===== src/design/vocg_pkg.sv =====
package vocg_pkg;

    // one input item: operation and a point in signed Q16.8
    typedef struct packed {
        logic [1:0]         operation;
        logic signed [23:0] pos_x;
        logic signed [23:0] pos_y;
        logic signed [23:0] pos_z;
    } t_in_item;

    // one result item
    typedef struct packed {
        logic blocked;
        logic range_error;
    } t_out_item;

    // per-axis in-box flags for the offsets -1, 0, +1 (bit 1 is the centre voxel)
    typedef struct packed {
        logic [2:0] x;
        logic [2:0] y;
        logic [2:0] z;
    } t_axis_ok;

    localparam logic [1:0] OP_CHECK = 2'd0;
    localparam logic [1:0] OP_MARK  = 2'd1;
    localparam logic [1:0] OP_CLEAR = 2'd2;

    localparam logic [1:0] CFG_CELL_RECIPROCAL = 2'd0;
    localparam logic [1:0] CFG_X_HALF_CELLS    = 2'd1;
    localparam logic [1:0] CFG_Y_HALF_CELLS    = 2'd2;
    localparam logic [1:0] CFG_Z_DEPTH_CELLS   = 2'd3;

    localparam logic [15:0] RST_CELL_RECIPROCAL = 16'd256;
    localparam logic [4:0]  RST_X_HALF_CELLS    = 5'd31;
    localparam logic [4:0]  RST_Y_HALF_CELLS    = 5'd31;
    localparam logic [5:0]  RST_Z_DEPTH_CELLS   = 6'd63;

    // one voxel in Q.16
    localparam logic signed [41:0] Q16_ONE  = 42'sd65536;
    localparam logic [41:0]        Q16_HALF = 42'd32768;

    // round a Q.16 value to an integer, halves away from zero
    function automatic logic signed [24:0] round_q16(input logic signed [41:0] v);
        logic [41:0] mag;
        logic [41:0] sum;
        logic [24:0] r;
        mag = v[41] ? 42'(-v) : 42'(v);
        sum = mag + Q16_HALF;
        r   = sum[40:16];
        return v[41] ? $signed(25'(-r)) : $signed(r);
    endfunction

endpackage


===== src/design/vocg_quant.sv =====
module vocg_quant #(
    parameter int GRID_X = 64,
    parameter int GRID_Y = 64,
    parameter int GRID_Z = 64
) (
    input  logic                   i_clk,
    input  logic                   i_rst_n,
    input  logic                   i_valid,
    input  logic signed [23:0]     i_pos_x,
    input  logic signed [23:0]     i_pos_y,
    input  logic signed [23:0]     i_pos_z,
    input  logic [15:0]            i_recip,
    input  logic [4:0]             i_x_half,
    input  logic [4:0]             i_y_half,
    input  logic [5:0]             i_z_depth,
    output logic                   o_valid,
    output vocg_pkg::t_axis_ok     o_ok,
    output logic [$clog2(GRID_X)-1:0] o_ax [3],
    output logic [$clog2(GRID_Y)-1:0] o_ay [3],
    output logic [$clog2(GRID_Z)-1:0] o_az [3]
);
    import vocg_pkg::*;

    localparam int XW = $clog2(GRID_X);
    localparam int YW = $clog2(GRID_Y);
    localparam int ZW = $clog2(GRID_Z);

    localparam logic signed [25:0] LIM_X = 26'(GRID_X);
    localparam logic signed [25:0] LIM_Y = 26'(GRID_Y);
    localparam logic signed [25:0] LIM_Z = 26'(GRID_Z);

    logic r_v1, r_v2, r_v3;
    logic signed [40:0] r_px, r_py, r_pz;
    logic signed [24:0] r_ix [3];
    logic signed [24:0] r_iy [3];
    logic signed [24:0] r_iz [3];

    logic signed [41:0] off [3];
    assign off[0] = -Q16_ONE;
    assign off[1] = '0;
    assign off[2] = Q16_ONE;

    logic signed [25:0] sum_x [3];
    logic signed [25:0] sum_y [3];
    logic signed [25:0] sum_z [3];
    logic signed [25:0] hx, hy, hz;

    assign hx = $signed(26'(i_x_half));
    assign hy = $signed(26'(i_y_half));
    assign hz = $signed(26'(i_z_depth));

    always_comb begin
        for (int k = 0; k < 3; k++) begin
            sum_x[k] = 26'(r_ix[k]) + hx;
            sum_y[k] = 26'(r_iy[k]) + hy;
            sum_z[k] = 26'(r_iz[k]) + hz;
        end
    end

    always_ff @(posedge i_clk) begin
        if (!i_rst_n) begin
            r_v1 <= 1'b0;
            r_v2 <= 1'b0;
            r_v3 <= 1'b0;
        end else begin
            r_v1 <= i_valid;
            r_v2 <= r_v1;
            r_v3 <= r_v2;
        end
    end

    // scale by the reciprocal cell size
    always_ff @(posedge i_clk) begin
        if (i_valid) begin
            r_px <= i_pos_x * $signed({1'b0, i_recip});
            r_py <= i_pos_y * $signed({1'b0, i_recip});
            r_pz <= i_pos_z * $signed({1'b0, i_recip});
        end
    end

    // round each neighbour offset on its own; ties make it differ from index plus one
    always_ff @(posedge i_clk) begin
        if (r_v1) begin
            for (int k = 0; k < 3; k++) begin
                r_ix[k] <= round_q16(42'(r_px) + off[k]);
                r_iy[k] <= round_q16(42'(r_py) + off[k]);
                r_iz[k] <= round_q16(42'(r_pz) + off[k]);
            end
        end
    end

    always_ff @(posedge i_clk) begin
        if (r_v2) begin
            for (int k = 0; k < 3; k++) begin
                o_ok.x[k] <= (sum_x[k] >= 0) && (26'(r_ix[k]) <= hx) && (sum_x[k] < LIM_X);
                o_ok.y[k] <= (sum_y[k] >= 0) && (26'(r_iy[k]) <= hy) && (sum_y[k] < LIM_Y);
                o_ok.z[k] <= (sum_z[k] >= 0) && (r_iz[k] <= 0) && (sum_z[k] < LIM_Z);
                o_ax[k]   <= sum_x[k][XW-1:0];
                o_ay[k]   <= sum_y[k][YW-1:0];
                o_az[k]   <= sum_z[k][ZW-1:0];
            end
        end
    end

    assign o_valid = r_v3;

endmodule


===== config.mk =====
export PLATFORM = sky130hd
export DESIGN_NAME = vocg_quant
export DESIGN_NICKNAME = d
export VERILOG_FILES = /design/src/design/vocg_pkg.sv /design/src/design/vocg_quant.sv
export SDC_FILE = /design/constraint.sdc
export NUM_CORES = 2
export LEC_CHECK = 0
export BUFFER_PORTS_ARGS = -buffer_cell sky130_fd_sc_hd__buf_4
export CORE_MARGIN = 1.5
export CORE_UTILIZATION = 60
export DETAILED_ROUTE_END_ITERATION = 10
export PLACE_DENSITY = 0.91
export SYNTH_ARGS = -nofsm -noshare
export SYNTH_HDL_FRONTEND = slang
export SYNTH_SLANG_ARGS = --single-unit

===== constraint.sdc =====
create_clock -name i_clk -period 7.8 [get_ports i_clk]
set_input_delay 1.56 -clock i_clk [delete_from_list [all_inputs] [get_ports i_clk]]
set_output_delay 1.56 -clock i_clk [all_outputs]
set_load 0.01 [all_outputs]

* Yosys cells after proc, flatten, opt, wreduce, memory -nomap -nowiden *
Memories as Yosys holds them, arrays and structs flattened.
Cells that the tools add are included.
Widths: inputs -> output; s select.

storage, ports and cells
  logic and storage cells = 131
  output and inout bits = 64
  memory bits (writable) = 225
  memories = 3
  input port bits = 107
  register bits after elaboration = 189

operators by class
  multiply operators = 3
  order comparisons = 27
  reductions and logical operators = 18
  add/sub/neg operators = 42
  muxes and demuxes = 20

memory list
  memory  depth  width  read ports  clocked after Yosys merged registers in  wr ports  line              RTL
  r_ix    3      25     3           0                                        3         vocg_quant.sv:34  logic signed [24:0] r_ix [3];
  r_iy    3      25     3           0                                        3         vocg_quant.sv:35  logic signed [24:0] r_iy [3];
  r_iz    3      25     3           0                                        3         vocg_quant.sv:36  logic signed [24:0] r_iz [3];

operators with widths
  cell                    count
  $add 41x16->41 const B  9
  $mux 41                 9
  $neg 41->41             9
  $ge 26x1->1 const B     9
  $lt 26x8->1 const B     9
  $mux 25                 9
  $neg 25->25             9
  $add 25x6->26           6
  $le 25x6->1             6
  $add 41x17->42 const B  3
  $add 41x18->42 const B  3
  $mul 24x17->41          3
  $add 25x7->26           3
  $le 25x1->1 const B     3
  $logic_and 1x1->1       18
  $mux 1                  2

* Longest topological paths before layout *
  depth after elaboration = 6
  gate-level depth with buffers = 29
  depth with buffers taken out = 27

* Worst setup path after synthesis *
Ideal clock, no wire load.

  path type = input to register
  from = input port i_recip[13]
  to = register r_py[40] (data pin)
  path buffers = 2
  library setup time = 0.260 ns
  arrival time = 8.002 ns
  slack = -0.461 ns
  cell stages on the path = 26
  required time = 7.540 ns
  cells stage by stage = clkbuf_1 > clkbuf_1 > nand2_1 > fa_1 > inv_1 > fa_1 > fa_1 > fa_1 > fa_1 > inv_1 > fa_1 > inv_1 > ha_1 > a2111oi_0 > nand2b_1 > nand4_1 > a21oi_1 > nand2_1 > a41o_1 > a31oi_1 > o21a_1 > a41o_1 > o41ai_1 > o21bai_1 > a21oi_1 > xnor2_1

on the way
  cells in the longest elaborated chain, start to end = 1

ends and longest elaborated chain
  item                  line              RTL
  from (decl)           vocg_quant.sv:12  input logic [15:0] i_recip,
  $mul 24x17->41        vocg_quant.sv:76  r_py <= i_pos_y * $signed({1'b0, i_recip});
  to (signal assigned)  vocg_quant.sv:76
  to (decl)             vocg_quant.sv:33  logic signed [40:0] r_px, r_py, r_pz;

No other way between the ends.
A chain may end at the register's enable or synchronous reset.

* Worst setup path in the final report *
  from = input port i_recip[3]
  to = register r_py[40] (data pin)

The elaborated chain is that of the path after synthesis.

==> impl_metrics.toml <==
[synth]
synth_edf_count = 411
ys_ff_latch = 414
synthCells = 9625
synth_nets = 11283
syn_area_um2 = 83000
yosysWarnings = 0
ys_types = 116
syn_area_per_cell_um2 = 8.63
async_flop_share = 0
yosysSeqAreaShare = 0.149
synth_ff_type = "edfxtp_1"

[hold_path]
hold_start = "r_iz[0][0]"
min_path_type = "reg -> reg"
hold_end = "o_az[12]"
hold_depth = 1

[cts]
clock_latency_ps = 640
cts_buffer_depth = 3
clock-root-buffer = "clkbuf_16"
cts_tree = "yes"
htreeDepth = 2
cts_sinks = 414
clkTransAtPathRegs_ps = 60
holdBufCountCts = 0
cts_made_buffers = 44

[drt]
drt_iter0_markers = 8908
wl_um = 237000
drc_errors = 0
first_pass_iters = 7
routed_via_density = 6.22
postRouteAntennaNets = 0
wl_per_cell_um = 20.3
route.vias.total = 72696

[flow_run]
max-cap-violations = 0

[timing]
maxSlewHeadroom = 0.206
finalCriticalPeriod_ps = 7570
worst_hold_slack_ps = 600
timing.final.crit_share = 0.971
worst_pin_slew_ps = 1180
fin_ws_ps = 230
fmax_mhz = 132
finalSetupViolations = 0
drv_slew = 0
clock_skew_ps = 44.3
final_hold_viol_count = 0

[worst_setup_path]
r2r-end = "r_ix[0][68]"
r2r_start = "r_px[17]"
path_class = "in -> reg"
reg2reg_depth = 15
required_ps = 8180
critPathArrivalTime_ps = 7950
worst-r2r-setup-slack_ps = 1210
cp-end-kind = "flip-flop"
crit_fanout = 24
startpoint_type = "input port"

[grt]
grt_usage = 0.331
first_global_vias = 73990
grt_max_degree = 83
antenna_found_initial = 11
grt_pass1_wl_um = 378000
overflow = 0

[die]
std_cell_rows = 136
design.core.area_um2 = 137000
start_util = 0.605
dieArea_um2 = 141000
ioPinCount = 171
chipHeight_um = 375
dieWidth_um = 375

[finish]
syn_to_final_growth_pct = 8.81
drive_above_1_share = 0.0920
mostFrequentLayoutCell = "inv_1"
nets = 11505
post-route-util = 0.658
most-common-layout-cells = "inv_1 (1532), fa_1 (1140), nand2_1 (1047)"

[run_status]
status = "finished clean"

[place]
gp_congestion = 1.02
numPortBuffers = 170
place_ws_ps = -582
hpwl_um = 191000
## per-stage QoR
| stage | TNS (ps) | area, µm² | instances |
|---|---|---|---|
| after floorplan | -2.02 | 83300 | 9625 |
| after global placement | -4640 | 88600 | 11593 |
| after detailed placement | -11050 | 88600 | 11593 |
| after CTS | 0 | 90200 | 11675 |
| after global routing | -12.4 | 90300 | 11681 |
| final | 0 | 90300 | 11686 |
## registers in the layout, summed over array words and instances (netlist names)
name,cells
o_ok,9
r_iz,75
r_iy,75
r_v2,1
o_ax,18
r_px,41
o_ay,18
r_v1,1
o_az,18
r_py,41
o_valid,1
r_pz,41
r_ix,75
## layer usage
metal	GRT usage	vias up	part of all wire
li1	-	32123	-
met1	0.431	35218	0.38
met2	0.534	4410	0.46
met3	0.0739	933	0.12
met4	0.133	12	0.046
met5	0	-	0.00033
## Yosys cell counts, types with 45 or more instances
cell / number / share of area
a211oi_1: 45 / 0.0041
a21o_1: 74 / 0.0067
a21oi_1: 275 / 0.017
a31oi_1: 93 / 0.0070
and2_1: 560 / 0.042
and3_1: 77 / 0.0058
clkbuf_1: 376 / 0.017
edfxtp_1: 411 / 0.15
fa_1: 1140 / 0.27
ha_1: 411 / 0.062
inv_1: 1532 / 0.069
nand2_1: 1047 / 0.047
nand2b_1: 51 / 0.0038
nand3_1: 218 / 0.013
nand4_1: 154 / 0.012
nor2_1: 467 / 0.021
nor2b_1: 45 / 0.0034
nor3_1: 200 / 0.012
nor4_1: 155 / 0.012
o21a_1: 58 / 0.0052
o21ai_0: 256 / 0.015
o31ai_1: 77 / 0.0070
or2_2: 45 / 0.0034
or3_1: 89 / 0.0067
or4_1: 62 / 0.0056
xnor2_1: 649 / 0.068
xor2_1: 294 / 0.031
## repair_timing
item	4_1_cts	5_1_grt
setup endpoints to repair	0	19
gates resized for setup	0	26
buffers inserted	0	2
## kinds of logic (layout without fill, tap and decap cells)
logic type      Yosys count  after routing  share of synthesized area
compound gates         1298           1298                      0.106
xor+xnor                947            947                      0.100
buf+inv                2005           2263                     0.0920
flops                   414            414                      0.149
mux                      46             46                    0.00580
fa+ha+maj              1551           1551                      0.337
simple gates           3364           3364                      0.210
other cells               0              9                          0
## how the worst max path moves through the flow
stage / start / end / cells after the start
2_1_floorplan: i_recip[13] / r_pz[40] / 27
3_3_place_gp: i_recip[13] / r_py[40] / 27
3_5_place_dp: i_recip[13] / r_py[40] / 27
4_1_cts: i_recip[13] / r_py[40] / 27
5_1_grt: i_recip[7] / r_py[40] / 27
6_report: i_recip[3] / r_py[40] / 24
## final cells by class
cell class	instances	area [µm²]
antenna	9	22.5
clock buffer	48	1140
clock inverter	34	495
fill	9975	47000
inverter	1539	5780
multi-input combinational	7206	63200
sequential	414	12400
tap	1794	2240
timing repair buffer	642	5060
## worst max-delay path, cell delays in order
cell and delay, ps:
buf_6 280, buf_4 270, nand2_1 90, fa_1 540, fa_1 450, fa_1 550
inv_1 60, fa_1 470, fa_1 550, inv_1 60, fa_1 540, inv_1 50
ha_1 330, buf_4 160, a21o_1 150, a21oi_1 210, a41o_1 290, a31oi_4 130
o21a_1 240, a41o_1 280, o41ai_2 330, o21bai_1 100, a21oi_1 160, xnor2_1 90
Power is not shown: default switching activity piles up to over one toggle a cycle in this logic, so the estimate is an artifact.
